--- src/hw/rtl/lexicographic_color_morphology_macros.svh ---
// Assertion macros for the lexicographic color morphology block.
// Used by lcm_ctrl; needs clk and rst_n in the scope of the use.
`ifndef LEXICOGRAPHIC_COLOR_MORPHOLOGY_MACROS_SVH
`define LEXICOGRAPHIC_COLOR_MORPHOLOGY_MACROS_SVH
`ifndef NO_ASSERTIONS
// same-cycle implication
`define LCM_ASSERT_NOW(label, ante, cons) \
  label: assert property (@(posedge clk) disable iff (!rst_n) (ante) |-> (cons)) \
    else $error("lcm assertion failed");
// next-cycle implication
`define LCM_ASSERT_NEXT(label, ante, cons) \
  label: assert property (@(posedge clk) disable iff (!rst_n) (ante) |=> (cons)) \
    else $error("lcm assertion failed");
`else
`define LCM_ASSERT_NOW(label, ante, cons)
`define LCM_ASSERT_NEXT(label, ante, cons)
`endif
`endif

--- src/hw/rtl/lcm_pkg.sv ---
// Shared types and constants for the lexicographic color morphology block.
// No dependencies.
package lcm_pkg;
  localparam int SZ_W     = 13;          // frame size and position counters
  localparam int LAG_W    = SZ_W + 2;    // lag counter and window delay
  localparam int PIX_W    = 24;          // packed color, blue in the top byte
  localparam int ROW_SEL_W = 3;          // line store keeps 8 rows
  localparam int IDX_W    = 3;           // scan index, 0 .. 2*radius
  localparam int MASK_W   = 49;
  localparam int CFG_IDX_W = 3;
  localparam int CFG_DATA_W = 49;

  localparam logic [CFG_IDX_W-1:0] REG_WIDTH  = 3'd0;
  localparam logic [CFG_IDX_W-1:0] REG_HEIGHT = 3'd1;
  localparam logic [CFG_IDX_W-1:0] REG_RADIUS = 3'd2;
  localparam logic [CFG_IDX_W-1:0] REG_MASK   = 3'd3;
  localparam logic [CFG_IDX_W-1:0] REG_MODE   = 3'd4;

  typedef struct packed {
    logic accept;   // input transaction taken this cycle
    logic issue;    // read one window position
    logic finish;   // load the result register, advance output position
  } lcm_cmd_t;

  typedef struct packed {
    logic emit;       // accepted item produces a result
    logic scan_last;  // last window position is being read
    logic out_free;   // result register can be loaded
  } lcm_status_t;
endpackage

--- src/hw/rtl/lcm_ctrl.sv ---
// Controller: sequences accept, window scan and result hand-off.
// Depends on lcm_pkg and lexicographic_color_morphology_macros.svh.
`include "lexicographic_color_morphology_macros.svh"
module lcm_ctrl import lcm_pkg::*; (
  input  logic        clk,
  input  logic        rst_n,
  input  logic        in_tvalid,
  output logic        in_tready,
  input  lcm_status_t status,
  output lcm_cmd_t    cmd
);
  localparam logic [1:0] S_IDLE  = 2'd0;
  localparam logic [1:0] S_SCAN  = 2'd1;
  localparam logic [1:0] S_DRAIN = 2'd2;

  logic [1:0] state_r, state_nxt;

  always_comb begin
    in_tready  = (state_r == S_IDLE);
    cmd.accept = in_tvalid && in_tready;
    cmd.issue  = (state_r == S_SCAN);
    cmd.finish = (state_r == S_DRAIN) && status.out_free;
    state_nxt  = state_r;
    unique case (state_r)
      S_IDLE:  if (cmd.accept && status.emit) state_nxt = S_SCAN;
      S_SCAN:  if (status.scan_last) state_nxt = S_DRAIN;
      S_DRAIN: if (status.out_free) state_nxt = S_IDLE;
      default: state_nxt = S_IDLE;
    endcase
  end

  always_ff @(posedge clk) begin
    if (!rst_n) state_r <= S_IDLE;
    else state_r <= state_nxt;
  end

  `LCM_ASSERT_NEXT(a_emit_scans, cmd.accept && status.emit, state_r == S_SCAN)
  `LCM_ASSERT_NOW(a_finish_free, cmd.finish, status.out_free)
  `LCM_ASSERT_NEXT(a_last_drains, status.scan_last, state_r == S_DRAIN)
endmodule
--- config.mk ---
export PLATFORM = sky130hd
export DESIGN_NAME = lcm_ctrl
export DESIGN_NICKNAME = d
export VERILOG_FILES = /design/src/hw/rtl/lcm_pkg.sv /design/src/hw/rtl/lcm_ctrl.sv
export VERILOG_INCLUDE_DIRS = /design/src /design/src/hw/rtl
export SDC_FILE = /design/constraint.sdc
export NUM_CORES = 1
export LEC_CHECK = 0
export BUFFER_PORTS_ARGS = -buffer_cell sky130_fd_sc_hd__buf_4
export CAP_MARGIN = 10
export CELL_PAD_IN_SITES_DETAIL_PLACEMENT = 2
export CELL_PAD_IN_SITES_GLOBAL_PLACEMENT = 2
export CORE_AREA = 2 2 39 41
export CTS_CLUSTER_SIZE = 28
export DETAILED_ROUTE_END_ITERATION = 10
export DIE_AREA = 0 0 41 43
export PLACE_DENSITY = 0.55
export SLEW_MARGIN = 0
export SYNTH_ARGS = -nofsm -noshare
export SYNTH_HDL_FRONTEND = slang
export SYNTH_SLANG_ARGS = --single-unit
--- constraint.sdc ---
create_clock -name clk -period 1.1 [get_ports clk]
set_input_delay 0.11 -clock clk [delete_from_list [all_inputs] [get_ports clk]]
set_output_delay 0.11 -clock clk [all_outputs]
set_load 0.01 [all_outputs]
==> After elaboration in Yosys (flattened, before gate mapping) <==
Cells that the tools add are included.
{ "op_classes": {"add_sub_neg": 0, "multipliers": 0, "div_mod_pow": 0, "order_cmp": 0, "eq_ne": 5, "shifts": 0, "mux": 4, "bitwise": 0, "reduce_logical": 5} }
{ "op_table": {"columns": ["operator", "count"], "rows": [
  ["2-bit 2-to-1 mux", 3],
  ["2-bit one-hot mux with 3 select lines", 1],
  ["2-bit != test (second input constant)", 2],
  ["1-bit logical AND", 3],
  ["3-bit AND reduction", 1],
  ["2-bit by 1-bit == test with 1-bit output (second input constant)", 1],
  ["2-bit == test (second input constant)", 1],
  ["2-bit logical NOT", 1],
  ["2-bit by 1-bit != test with 1-bit output (second input constant)", 1]
]} }
{ "totals": {"regBits": 2, "latch_bits": 0, "ram_bits": 0, "rom_bits": 0, "inputBits": 6, "out_inout_bits": 4, "elab_cells": 15, "memories": 0} }

==> Logic depth before layout (Yosys ltp) <==
{ "logic_depth": {"ltp_word": 5, "mapped_depth": 2, "depth_no_buf": 2} }

==> Least setup slack after synthesis <==
OpenSTA, ideal clock, no wires.
{ "synth_timing": {"kind": "flip-flop to flip-flop", "startpoint": "register state_r[0]", "endpoint": "register state_r[1]", "setup_ps": 70, "arrival_ps": 792, "required_ps": 1030, "slack_ps": 238, "path_stages_with_launch": 3, "n_path_buf": 0, "synth_period_minus_slack_ps": 862, "path_cell_list": "dfxtp_1 -> or3b_1 -> a21boi_1"} }
{ "synth_via": {"elab_chain_cells": 5, "word_cells_on_any_way": 10, "cone_classes": "eq/ne: 5; mux: 1; reduce/logical: 4"} }
{ "synth_rtl": {"columns": ["item", "line_no", "source"], "rows": [
  ["start, declared", "lcm_ctrl.sv:16", "logic [1:0] state_r, state_nxt;"],
  ["start signal, assigned", "lcm_ctrl.sv:34", "else state_r <= state_nxt;"],
  ["2-bit logical NOT", "lcm_ctrl.sv:19, lcm_ctrl.sv:24", null],
  ["1-bit logical AND", "lcm_ctrl.sv:20", "cmd.accept = in_tvalid && in_tready;"],
  ["1-bit logical AND", "lcm_ctrl.sv:25", "S_IDLE: if (cmd.accept && status.emit) state_nxt = S_SCAN;"],
  ["2-bit by 1-bit != test with 1-bit output (no line)", null, null],
  ["3-bit AND reduction (no line)", null, null]
]} }
Parallel ways exist; a longest one is shown, timed or not.
A chain may end at the register's enable or synchronous reset.

==> summary.txt <==
Run status
  • Status: completed

Yosys
  • Synth Area in Simple Gates: 53.85%
  • Synth warn: 0
  • Post-synth top cells: dfxtp_1, nand2b_1, nand3b_1, nor2_1
  • Top cells by area, synth: dfxtp_1, nand3b_1, nand2b_1
  • EDFF count, synth: 0
  • Top cell type's share of synthesized area: about a third
  • Async SR Flop Fraction: 0%
  • Adder-Cell Fraction of Synth Area: 0%
  • Cell variety after synth: 10
  • Cells after Synth: 14
  • Ys flop type: dfxtp_1
  • Largest family of logic cells by synthesized area: simple AND/OR/NAND/NOR gates
  • Seq/Total Area, Yosys: 35.16%
  • Mapped cell area: 113.9 um2
  • Mapped Avg Cell Area: 8.133 um2
  • Mux cell area share after synthesis: 0%
  • Post-synthesis register bit count: 2
  • Compound-cell area share of the yosys netlist: between 10 and 15%
  • Xor and xnor area share after synthesis: 0%
  • Cell taking the most area after synthesis: dfxtp_1
  • Net Count, Synth: 20

Global route
  • GR peak layer: met2
  • Grt ovf: 0
  • Vias in the first global route: 186
  • Met3 usage: 5.759%
  • First-pass GRT wire length: 738 um
  • Initial antenna violation count: 0
  • Largest net degree at the start of global routing: 8
  • Met1 usage: 6.051%
  • Total global-route track usage: 7.107%
  • GR Util met2: 9.063%

Worst setup path
  • Worst Path Required: just under 1 ns
  • Critical path depth: 3
  • Worst EP arrival: approximately 0.95 ns
  • Worst setup SP type: register
  • Worst setup path end: cmd[2]
  • Crit Reg-Reg Endpoint: state_r[1]
  • Largest stage delay, worst path: 0.38 ns
  • Crit path max fanout: 6
  • Slowest cell on crit path: dfxtp_2
  • Top delay family on crit path: flip-flops
  • Critical path class: reg2out
  • Reg2reg setup slack: 0.16 ns
  • Crit path from: state_r[1]
  • Buffers & Inverters on Critical Path: 1
  • Crit path cell chain: nor2_4, and2_4, buf_4
  • Worst r2r src: state_r[1]
  • Reg2reg path depth: 2
  • Setup crit end kind: output pin

Timing
  • Fin. max-slew vios: 0
  • Setup TNS: 0 ns
  • Final Skew: 0.002828 ns
  • Fmax: 943.9 MHz
  • Fin crit period: 1.059 ns
  • RSZ-0062 raised after global routing: no
  • Endpoints failing setup: 0
  • Final Hold Viols: 0
  • Slew margin rel.: 90.42%
  • Fin crit share: a little over nine tenths
  • Worst-margin pin slew: 0.1436 ns

Routing
  • Antenna Nets Post-Route: 0
  • Vias per inst: 3.714
  • WL/cell: 11.33 um
  • Vias: 156
  • Pre-Repair DR Iteration Count: 2
  • Routed wire length: 476 um
  • Drt first-iter violations: 2
  • DRC viols: 0

Pwr
  • PwrDens: 1265 mW/mm2
  • Net Sw Frac: roughly a quarter
  • Seq pwr share: 27.5%
  • Pint: 0.2302 mW
  • Max IR drop VDD: between 0.0002 and 0.00025 V
  • Psw: about 0.072 mW
  • Share of total power in the clock network: 55.3%
  • Tot Pwr: 0.3022 mW
  • Static leakage: 0.1062 nW
  • Logic pwr share: 17.3%

Final layout
  • Layout area overhead: 109.9%
  • Final net count: 34
  • Top reg by flops: state_r
  • Largest register FFs: 2
  • Top Registers: state_r: 2 flops
  • Share of cells above drive strength 1: 61.54%
  • ANT cells: 0
  • Final Cell Area: 239.0 um2

Floorplanning
  • Chip Height: 43 um
  • Die ar.: 0.001763 mm2
  • Cell Rows: 14
  • Starting Density: under 10%
  • Ports: 10
  • Die X: 41 um
  • Core box area: 0.001384 mm2

Clocking
  • CTS buffer count: 3
  • H-tree Lvls: 1
  • CTS clk-pin slew, worst paths: 0.03 ns
  • Clk sinks: 2
  • Setup bufs post-CTS: 0
  • Clock root cell: clkbuf_4
  • CTS tree: built
  • Clock buffer depth: 2
  • Clk_lat worst skew: about 0.23 ns

Placement
  • Post-DP Area: 201.4 um2
  • Buffers on Ports: 9
  • HPWL after DPL: 339.5 um
  • Placer Congestion: around 0.6

Flow run
  • Max Cap Viol: 0

Worst hold path
  • Worst hold path class: in2reg
final cells by class:
cell class,count,area [um2]
Tap cell,16,20.02
Fill cell,159,1145
Sequential cell,2,45.04
Multi-Input combinational cell,12,83.83
Timing Repair Buffer,9,67.56
Clock buffer,3,22.52
how the worst min path moves through the flow:
stage	slack, ns	from	depth (start not counted)	to
after floorplan	0.24	rst_n	2	state_r[0]
after global placement	0.36	rst_n	2	state_r[1]
after detailed placement	0.37	rst_n	2	state_r[1]
after CTS	0.14	rst_n	3	state_r[0]
after global routing	0.14	rst_n	2	state_r[1]
final	0.14	rst_n	3	state_r[0]
metrics by stage:
step	instances	util (%)	worst slack, ns	hold WS (ns)
final	42	17.27	0.04059	0.1415
after global routing	42	17.27	0.003251	0.1446
after CTS	42	16.55	0.02169	0.1370
after detailed placement	39	14.56	0.1571	0.3705
after global placement	39	14.56	0.1810	0.3620
after floorplan	14	-	0.2382	0.2394
routing by layer:
layer  routed length [um]  vias up
met2                  209       13
met3                   66        3
met5                    0        -
met4                   14        0
met1                  186       69
li1                     -       71
logic make-up (layout without fill, tap and decap cells):
logic type | after synthesis | count (layout)
simple gates | 10 | 10
compound gates | 2 | 2
flops | 2 | 2
buf+inv | 0 | 12
power by group through the flow:
stage	Clock (mW)	Sequential, mW	Combinational (mW)
2_1_floorplan	0	0.0805	0.0180
3_3_place_gp	0	0.0822	0.0476
4_1_cts	0.176	0.0828	0.0498
3_5_place_dp	0	0.0821	0.0487
6_report	0.167	0.0830	0.0522
5_1_grt	0.183	0.0835	0.0573
repair_timing:
action	in CTS	in global routing
hold buffers	0	0
endpoints found under the setup margin	1	1
gates resized for setup	3	3
pin swaps	0	1
cloned	0	0
placed cells by master, fill, tap and decap left out:
master,instances
buf_4,9
a21oi_1,1
clkbuf_4,3
nand2_1,1
nor2_1,1
nand3b_1,2
dfxtp_4,1
or3b_1,1
and2b_1,1
nor2_4,1
nand2b_1,2
a21boi_1,1
and2_4,1
dfxtp_2,1
worst reg2reg max path, cell delays in order (launching register included):
cell,delay (ns)
dfxtp_2,0.38
or3b_1,0.36
a21boi_1,0.12
No activity file was read; power rests on OpenSTA's default activity.
